$ cat src/rtl/sorted_insert_table_unit_macros.svh
// Assertion helpers for the RTL (used by sit_table).
`ifndef SORTED_INSERT_TABLE_UNIT_MACROS_SVH
`define SORTED_INSERT_TABLE_UNIT_MACROS_SVH

// Same-cycle implication, checked outside reset.
`define SIT_ASSERT_NOW(label, clk, rst, ante, cons) \
   label: assert property (@(posedge clk) disable iff (rst) (ante) |-> (cons)) \
      else $error("sit assertion failed");

// Next-cycle implication, checked outside reset.
`define SIT_ASSERT_NEXT(label, clk, rst, ante, cons) \
   label: assert property (@(posedge clk) disable iff (rst) (ante) |=> (cons)) \
      else $error("sit assertion failed");

`endif

$ cat src/rtl/sit_pkg.sv
package sit_pkg;

   localparam int CAPACITY    = 16;
   localparam int IDX_W       = $clog2(CAPACITY);
   localparam int CNT_W       = $clog2(CAPACITY + 1);
   localparam int PRICE_W     = 24;
   localparam int TAG_W       = 16;
   localparam int REQ_DATA_W  = 72;
   localparam int RSP_DATA_W  = 40;
   localparam int QUEUE_DEPTH = 2;
   localparam int QPTR_W      = $clog2(QUEUE_DEPTH);
   localparam int QCNT_W      = $clog2(QUEUE_DEPTH + 1);

   typedef enum logic {
      OP_INSERT = 1'b0,
      OP_QUERY  = 1'b1
   } op_type;

   typedef enum logic [1:0] {
      STATUS_INSERTED = 2'd0,
      STATUS_FULL     = 2'd1,
      STATUS_LISTED   = 2'd2,
      STATUS_NONE     = 2'd3
   } status_type;

   typedef enum logic {
      ST_IDLE = 1'b0,
      ST_LIST = 1'b1
   } state_type;

   typedef struct packed {
      op_type              op;
      logic [PRICE_W-1:0]  price;
      logic [TAG_W-1:0]    tag;
      logic [PRICE_W-1:0]  limit;
      logic                list_all;
   } cmd_type;

endpackage

$ cat src/rtl/sit_front.sv
module sit_front (
   input  logic                          clock,
   input  logic                          reset,
   input  logic                          req_tvalid,
   output logic                          req_tready,
   // price[23:0], tag[39:24], limit[63:40], list_all[64], zero pad [71:65]
   input  logic [sit_pkg::REQ_DATA_W-1:0] req_tdata,
   // cmd[0]
   input  logic                          req_tuser,
   output logic                          q_valid,
   input  logic                          q_ready,
   output sit_pkg::cmd_type              q_cmd
);
   import sit_pkg::*;

   cmd_type             slot_ff [QUEUE_DEPTH];
   logic [QPTR_W-1:0]   wr_ptr_ff, wr_ptr_in;
   logic [QPTR_W-1:0]   rd_ptr_ff, rd_ptr_in;
   logic [QCNT_W-1:0]   fill_ff, fill_in;
   cmd_type             decoded;
   logic                push, pop;

   // decode the incoming word into a command
   always_comb begin
      decoded.op       = req_tuser ? OP_QUERY : OP_INSERT;
      decoded.price    = req_tdata[PRICE_W-1:0];
      decoded.tag      = req_tdata[PRICE_W+TAG_W-1:PRICE_W];
      decoded.limit    = req_tdata[2*PRICE_W+TAG_W-1:PRICE_W+TAG_W];
      decoded.list_all = req_tdata[2*PRICE_W+TAG_W];
   end

   assign req_tready = (fill_ff != QCNT_W'(QUEUE_DEPTH));
   assign q_valid    = (fill_ff != '0);
   assign q_cmd      = slot_ff[rd_ptr_ff];
   assign push       = req_tvalid && req_tready;
   assign pop        = q_valid && q_ready;

   always_comb begin
      wr_ptr_in = push ? wr_ptr_ff + 1'b1 : wr_ptr_ff;
      rd_ptr_in = pop ? rd_ptr_ff + 1'b1 : rd_ptr_ff;
      fill_in   = fill_ff;
      if (push && !pop) begin
         fill_in = fill_ff + 1'b1;
      end else if (pop && !push) begin
         fill_in = fill_ff - 1'b1;
      end
   end

   always_ff @(posedge clock) begin
      if (reset) begin
         wr_ptr_ff <= '0;
         rd_ptr_ff <= '0;
         fill_ff   <= '0;
      end else begin
         wr_ptr_ff <= wr_ptr_in;
         rd_ptr_ff <= rd_ptr_in;
         fill_ff   <= fill_in;
      end
   end

   always_ff @(posedge clock) begin
      if (push) begin
         slot_ff[wr_ptr_ff] <= decoded;
      end
   end

endmodule

$ cat src/rtl/sit_table.sv
module sit_table (
   input  logic                          clock,
   input  logic                          reset,
   input  logic                          q_valid,
   output logic                          q_ready,
   input  sit_pkg::cmd_type              q_cmd,
   output logic                          rsp_tvalid,
   input  logic                          rsp_tready,
   // entry_price[23:0], entry_tag[39:24]
   output logic [sit_pkg::RSP_DATA_W-1:0] rsp_tdata,
   // status[1:0]
   output logic [1:0]                    rsp_tuser,
   output logic                          rsp_tlast
);
   import sit_pkg::*;

   `include "sorted_insert_table_unit_macros.svh"

   // sorted cells
   logic [PRICE_W-1:0] price_ff [CAPACITY];
   logic [PRICE_W-1:0] price_in [CAPACITY];
   logic [TAG_W-1:0]   tag_ff   [CAPACITY];
   logic [TAG_W-1:0]   tag_in   [CAPACITY];
   logic [CNT_W-1:0]   count_ff, count_in;

   state_type          state_ff, state_in;
   logic [IDX_W-1:0]   idx_ff, idx_in;
   logic [PRICE_W-1:0] limit_ff, limit_in;
   logic               all_ff, all_in;

   logic               out_valid_ff, out_valid_in;
   status_type         out_status_ff, out_status_in;
   logic [PRICE_W-1:0] out_price_ff, out_price_in;
   logic [TAG_W-1:0]   out_tag_ff, out_tag_in;
   logic               out_last_ff, out_last_in;

   logic [CAPACITY-1:0] at_or_after;   // cell index >= insert position
   logic [CAPACITY-1:0] match;
   logic [CAPACITY-1:0] match_next;
   logic                slot_free;
   logic                do_insert;
   logic                full;

   assign full      = (count_ff == CNT_W'(CAPACITY));
   assign slot_free = !out_valid_ff || rsp_tready;

   // insert position: first valid cell above the new price, else the tail
   always_comb begin
      for (int i = 0; i < CAPACITY; i++) begin
         at_or_after[i] = (CNT_W'(i) >= count_ff) || (price_ff[i] > q_cmd.price);
      end
   end

   // cells shift up from the insert position; the new entry drops in there
   always_comb begin
      for (int i = 0; i < CAPACITY; i++) begin
         price_in[i] = price_ff[i];
         tag_in[i]   = tag_ff[i];
         if (do_insert && at_or_after[i]) begin
            if (i > 0 && at_or_after[(i > 0) ? i - 1 : 0]) begin
               price_in[i] = price_ff[(i > 0) ? i - 1 : 0];
               tag_in[i]   = tag_ff[(i > 0) ? i - 1 : 0];
            end else begin
               price_in[i] = q_cmd.price;
               tag_in[i]   = q_cmd.tag;
            end
         end
      end
   end

   // table is sorted, so matches form a prefix
   always_comb begin
      for (int i = 0; i < CAPACITY; i++) begin
         match[i] = (CNT_W'(i) < count_ff) && (all_ff || (price_ff[i] < limit_ff));
      end
      match_next = match >> 1;
   end

   always_comb begin
      state_in      = state_ff;
      idx_in        = idx_ff;
      limit_in      = limit_ff;
      all_in        = all_ff;
      count_in      = count_ff;
      q_ready       = 1'b0;
      do_insert     = 1'b0;
      out_valid_in  = out_valid_ff && !rsp_tready;
      out_status_in = out_status_ff;
      out_price_in  = out_price_ff;
      out_tag_in    = out_tag_ff;
      out_last_in   = out_last_ff;
      case (state_ff)
         ST_IDLE: begin
            q_ready = slot_free;
            if (q_valid && slot_free) begin
               if (q_cmd.op == OP_INSERT) begin
                  out_valid_in = 1'b1;
                  out_price_in = '0;
                  out_tag_in   = '0;
                  out_last_in  = 1'b1;
                  if (full) begin
                     out_status_in = STATUS_FULL;
                  end else begin
                     out_status_in = STATUS_INSERTED;
                     do_insert     = 1'b1;
                     count_in      = count_ff + 1'b1;
                  end
               end else begin
                  limit_in = q_cmd.limit;
                  all_in   = q_cmd.list_all;
                  idx_in   = '0;
                  state_in = ST_LIST;
               end
            end
         end
         ST_LIST: begin
            if (slot_free) begin
               out_valid_in = 1'b1;
               if (!match[idx_ff]) begin
                  // only reachable on the first step: table empty or nothing below the limit
                  out_status_in = STATUS_NONE;
                  out_price_in  = '0;
                  out_tag_in    = '0;
                  out_last_in   = 1'b1;
                  state_in      = ST_IDLE;
               end else begin
                  out_status_in = STATUS_LISTED;
                  out_price_in  = price_ff[idx_ff];
                  out_tag_in    = tag_ff[idx_ff];
                  out_last_in   = !match_next[idx_ff];
                  if (!match_next[idx_ff]) begin
                     state_in = ST_IDLE;
                  end else begin
                     idx_in = idx_ff + 1'b1;
                  end
               end
            end
         end
         default: begin
            state_in = ST_IDLE;
         end
      endcase
   end

   always_ff @(posedge clock) begin
      if (reset) begin
         state_ff     <= ST_IDLE;
         count_ff     <= '0;
         out_valid_ff <= 1'b0;
      end else begin
         state_ff     <= state_in;
         count_ff     <= count_in;
         out_valid_ff <= out_valid_in;
      end
   end

   always_ff @(posedge clock) begin
      price_ff      <= price_in;
      tag_ff        <= tag_in;
      idx_ff        <= idx_in;
      limit_ff      <= limit_in;
      all_ff        <= all_in;
      out_status_ff <= out_status_in;
      out_price_ff  <= out_price_in;
      out_tag_ff    <= out_tag_in;
      out_last_ff   <= out_last_in;
   end

   assign rsp_tvalid = out_valid_ff;
   assign rsp_tdata  = {out_tag_ff, out_price_ff};
   assign rsp_tuser  = out_status_ff;
   assign rsp_tlast  = out_last_ff;

   `SIT_ASSERT_NOW(a_count_bound, clock, reset, 1'b1, count_ff <= CNT_W'(CAPACITY))
   `SIT_ASSERT_NEXT(a_insert_grows, clock, reset, do_insert, count_ff == $past(count_ff) + 1'b1)
   `SIT_ASSERT_NOW(a_no_pop_in_list, clock, reset, state_ff == ST_LIST, !q_ready)
   `SIT_ASSERT_NOW(a_full_no_write, clock, reset, full, !do_insert)

endmodule

$ cat src/rtl/sorted_insert_table_unit.sv
// Insert result: the word is registered in the queue, then in the table's output register.
// Query: the limit is latched first, then one result per cycle while the receiver is ready, up to 16.
// Throughput: insert 1 word/cycle while the receiver is ready; a query holds the table until its last result.
// Table sequencer handles one command at a time; 2-deep queue decouples intake.
// Reset: synchronous, active high; empties table, queue and output register.
module sorted_insert_table_unit (
   input  logic                          clock,
   input  logic                          reset,
   // request stream
   input  logic                          req_tvalid,
   output logic                          req_tready,
   // price[23:0], tag[39:24], limit[63:40], list_all[64], zero pad [71:65]
   input  logic [sit_pkg::REQ_DATA_W-1:0] req_tdata,
   // cmd[0]: 0 insert, 1 query
   input  logic                          req_tuser,
   // response stream
   output logic                          rsp_tvalid,
   input  logic                          rsp_tready,
   // entry_price[23:0], entry_tag[39:24]
   output logic [sit_pkg::RSP_DATA_W-1:0] rsp_tdata,
   // status[1:0]: 0 inserted, 1 full, 2 listed entry, 3 none found
   output logic [1:0]                    rsp_tuser,
   // last word caused by the request
   output logic                          rsp_tlast
);
   import sit_pkg::*;

   // front end -> back end command queue
   logic    q_valid;
   logic    q_ready;
   cmd_type q_cmd;

   // front: decodes request words and buffers them
   sit_front u_front (
      .clock      (clock),
      .reset      (reset),
      .req_tvalid (req_tvalid),
      .req_tready (req_tready),
      .req_tdata  (req_tdata),
      .req_tuser  (req_tuser),
      .q_valid    (q_valid),
      .q_ready    (q_ready),
      .q_cmd      (q_cmd)
   );

   // back: sorted cells, list sequencer and output register
   sit_table u_table (
      .clock      (clock),
      .reset      (reset),
      .q_valid    (q_valid),
      .q_ready    (q_ready),
      .q_cmd      (q_cmd),
      .rsp_tvalid (rsp_tvalid),
      .rsp_tready (rsp_tready),
      .rsp_tdata  (rsp_tdata),
      .rsp_tuser  (rsp_tuser),
      .rsp_tlast  (rsp_tlast)
   );

endmodule

$ cat config.mk
export PLATFORM = sky130hd
export DESIGN_NAME = sorted_insert_table_unit
export DESIGN_NICKNAME = d
export VERILOG_FILES = /design/src/rtl/sit_pkg.sv /design/src/rtl/sit_front.sv /design/src/rtl/sit_table.sv /design/src/rtl/sorted_insert_table_unit.sv
export VERILOG_INCLUDE_DIRS = /design/src /design/src/rtl
export SDC_FILE = /design/constraint.sdc
export NUM_CORES = 2
export LEC_CHECK = 0
export BUFFER_PORTS_ARGS = -buffer_cell sky130_fd_sc_hd__clkbuf_2
export CAP_MARGIN = 30
export CORE_MARGIN = 5
export CORE_UTILIZATION = 52
export DETAILED_ROUTE_END_ITERATION = 10
export PLACE_DENSITY = 0.75
export SKIP_CTS_REPAIR_TIMING = 1
export SYNTH_ARGS = -nofsm -noshare
export SYNTH_HDL_FRONTEND = slang
export SYNTH_SLANG_ARGS = --single-unit
$ cat constraint.sdc
create_clock -name clock -period 7.2 [get_ports clock]
set_input_delay 1.08 -clock clock [delete_from_list [all_inputs] [get_ports clock]]
set_output_delay 1.08 -clock clock [all_outputs]
set_load 0.01 [all_outputs]
==> reports/results.tsv <==
stage	metric	value	unit
global_route	vias in the first global route	39900	
die	die footprint	0.115	mm2
finish	Core Util, Final	0.580	
routing	vias per inst	6.93	
global_route	global-route wire length before repair	276000	um
timing	worst slew pin tran	1300	ps
placed_design	RD Place Congestion	1.05	
timing	Fin. Hold Viols	0	
finish	Layout area overhead	10.6	%
routing	Total Wirelength	192000	um
global_route	initial antenna violation count	10	
cts	# H-tree levels	3	
power	Clk network pwr share	0.194	
setup_path	Buffers & Inverters on Critical Path	2	
outcome	status	finished, final reports clean	
finish	share of layout cells above drive strength 1	0.265	
logic_synthesis	post-synthesis sequential area ratio	0.455	
placed_design	hpwl dp	137000	um
hold_path	Hold WC Path Type	reg -> reg	
placed_design	Post-DP Area	0.0591	mm2
power	Final Power	25.2	mW
timing	Final Max Slew Viols	0	
die	Die Width	339	um
cts	clock buffer depth	3	
timing	Rel. slew slack	0.131	
die	Die Y	339	um
global_route	gr ovfl total	0	
power	Gate power share	0.459	
logic_synthesis	yosys warns	0	
cts	Worst-path clk slew	60	ps
power	Internal Pwr Total	14.7	mW
power	NetSw	10.5	mW
logic_synthesis	asr flop ratio synth	0	
routing	Wirelength per Cell	32.3	um
logic_synthesis	Post-Synthesis Cells	4316	
global_route	GRT Util Overall	0.325	
setup_path	Register-to-Register Path Depth	12	
power	Cell Pwr Density	406	mW/mm2
die	FP Rows	120	
finish	fillcell total	8542	
timing	Fin Setup TNS	0	ps
cts	CTS tree	done	
timing	WHS	498	ps
routing	total number of vias	41200	
routing	1st-iter DRT viols	5843	
setup_path	delay-heaviest family, CP	buffers and inverters	
power	Leakage Power	23.9	nW
setup_path	WP data required	7640	ps
setup_path	CP Capture Type	register	
setup_path	Crit Path Max Fanout	40	
die	Core Box Area	0.107	mm2
power	Reg power frac	0.347	
timing	Final period util	0.843	
timing	RSZ-0062 raised after global routing	false	
logic_synthesis	top area cells in the synthesized netlist	edfxtp_1, ha_1, mux2_2	
die	IO Pins	122	
setup_path	type of origin of the critical path	register	
finish	Final nets	5298	
setup_path	Setup crit end	u_table.price_ff[121]$_DFFE_PP_	
finish	fin area	0.0622	mm2
timing	Tmin final	6070	ps
setup_path	crit path kind	reg -> reg	
routing	Post-DRT Antenna Nets	0	
logic_synthesis	Post-synth EDFFs	844	
timing	f_max	165	MHz
logic_synthesis	Yosys reg bits	856	
timing	final setup vio count	0	
logic_synthesis	syn nets	5150	
cts	root buffer cell	clkbuf_16	
setup_path	CP max stage cell	dfxtp_4	
cts	clock sink count	856	
setup_path	CP peak stage delay	850	ps
timing	clk_skew	43.2	ps
cts	Num CTS Buffers	95	
routing	Remaining DRCs	0	
setup_path	crit-path cells	mux2_2 > inv_1 > ha_1 > nand3_1 > nor3_1 > and3_1 > o21ai_0 > o211ai_1 > a21oi_1 > o22ai_4 > buf_4 > mux2_2	
routing	drt pass-1 iters	8	
power	VDD IR max	313	uV
setup_path	arrival time at the worst endpoint	6510	ps
logic_synthesis	Synth Area per Inst	13.0	um2
global_route	largest net degree at the start of global routing	58	
die	initial core utilization	0.525	
setup_path	WP depth	12	
setup_path	R2R Path End	u_table.price_ff[121]$_DFFE_PP_	
run	max-cap violations	0	
logic_synthesis	Netlist cell types	76	
cts	worst skew pair latency	720	ps
logic_synthesis	Synth top area share	0.451	
placed_design	Port Buffers	114	
setup_path	Worst path most repeated cell	mux2_2	
logic_synthesis	Synth area leader	edfxtp_1	
setup_path	FF-to-FF setup slack	1130	ps
logic_synthesis	Top FF cell, synth	edfxtp_1	
power	Switching Share	0.417	
logic_synthesis	cell area after synthesis	0.0563	mm2
==> tightest hold or removal path, stage by stage, from the launching register on <==
cell,delay [ps]
dfxtp_1,320
xor2_1,80
nor2_1,70
==> metrics by stage <==
step / setup WS, ps / std cells
floorplan: 1440 / 4316
global placement: 1380 / 5759
detailed placement: 1330 / 5768
CTS: 1290 / 5941
global route: 1180 / 5945
finish: 1130 / 5951
==> power groups by stage <==
stage / registers, mW / clock network, mW / logic [mW]
floorplan: 8.31 / 0 / 7.19
global placement: 8.72 / 0 / 10.8
global route: 8.82 / 5.15 / 12.4
CTS: 8.68 / 4.92 / 11.2
finish: 8.76 / 4.91 / 11.6
detailed placement: 8.77 / 0 / 11.2
==> state kept, by name (all words and copies together), names as in the netlist, named ones only <==
register              count
u_table.out_price_ff     24
u_table.limit_ff         24
u_table.out_tag_ff       16
u_table.price_ff        384
u_front.slot_ff         132
u_table.rsp_tuser         2
u_front.fill_ff           2
u_table.tag_ff          256
u_table.idx_ff            4
u_table.count_ff          5
u_front.rd_ptr_ff         1
u_table.state_ff          1
u_table.rsp_tvalid        1
u_front.wr_ptr_ff         1
u_table.all_ff            1
u_table.rsp_tlast         1
==> worst min path at each step <==
stage / start / endpoint / depth (start not counted)
CTS: u_front.rd_ptr_ff$_SDFFE_PP0P_ / register / 2
detailed placement: u_front.rd_ptr_ff$_SDFFE_PP0P_ / register / 2
global route: req_tdata[53] / u_front.slot_ff[1][14]$_DFFE_PP_ / 1
floorplan: u_front.rd_ptr_ff$_SDFFE_PP0P_ / register / 2
global placement: u_front.rd_ptr_ff$_SDFFE_PP0P_ / register / 2
finish: u_front.rd_ptr_ff$_SDFFE_PP0P_ / register / 2
==> area by class of cell <==
type                            instances  area [um2]  share of cell area
Timing Repair Buffer                  238        1630              0.0262
Sequential cell                       856       25600               0.411
Tap cell                             1403        1760              0.0282
Clock inverter                         57         571             0.00917
Inverter                               89         334             0.00537
Antenna cell                            8        20.0            0.000322
Clock buffer                          116        2510              0.0403
Multi-Input combinational cell       3184       29800               0.479
==> synthesized netlist by cell type (all sizes together) (4+ instances only) <==
cell type	number
nand3	44
a21boi	4
o21ai	205
xnor2	4
nor4	15
and4	5
nand2b	39
a22oi	26
buf	63
inv	88
edfxtp	844
nor2b	79
a2111oi	8
o21a	62
a221oi	33
nor3b	4
xor2	5
o22ai	6
mux2i	76
o41ai	4
a21o	91
a211o	4
o211ai	10
a221o	4
or3	7
nand2	148
nor4b	4
dfxtp	12
nor3	41
nor2	137
o31ai	6
a211oi	18
mux4	128
clkbuf	124
o2111ai	4
o311ai	7
and3	14
and2	9
ha	757
nand4	133
a21oi	315
mux2	666
o31a	5
a31oi	18
==> cells in the final DEF (no fill, tap or decap), drive strengths merged, types with 26 or more instances in the layout <==
cell type / n
edfxtp: 844
ha: 757
mux2: 666
a21oi: 315
clkbuf: 231
o21ai: 205
nand2: 148
nor2: 137
nand4: 133
mux4: 128
buf: 122
a21o: 91
inv: 91
nor2b: 79
mux2i: 76
o21a: 62
nand3: 44
nor3: 41
clkinv: 40
nand2b: 39
a221oi: 33
a22oi: 26
==> kinds of logic after synthesis <==
logic type	count (synthesis)	share of synthesized area
buf+inv	276	0.0199
fa+ha+maj	757	0.168
flops	856	0.455
compound gates	859	0.0940
mux	870	0.199
simple gates	689	0.0628
xor+xnor	9	0.00140
==> routing by layer <==
layer,GRT usage,wire length (um),vias to the layer above,share of wire
met4,0.168,11400,8,0.059
li1,-,-,17600,-
met3,0.0944,23200,484,0.12
met5,0,59,-,0.00031
met2,0.485,82800,2596,0.43
met1,0.432,74900,20600,0.39
Power figures use the tool's default switching activity.
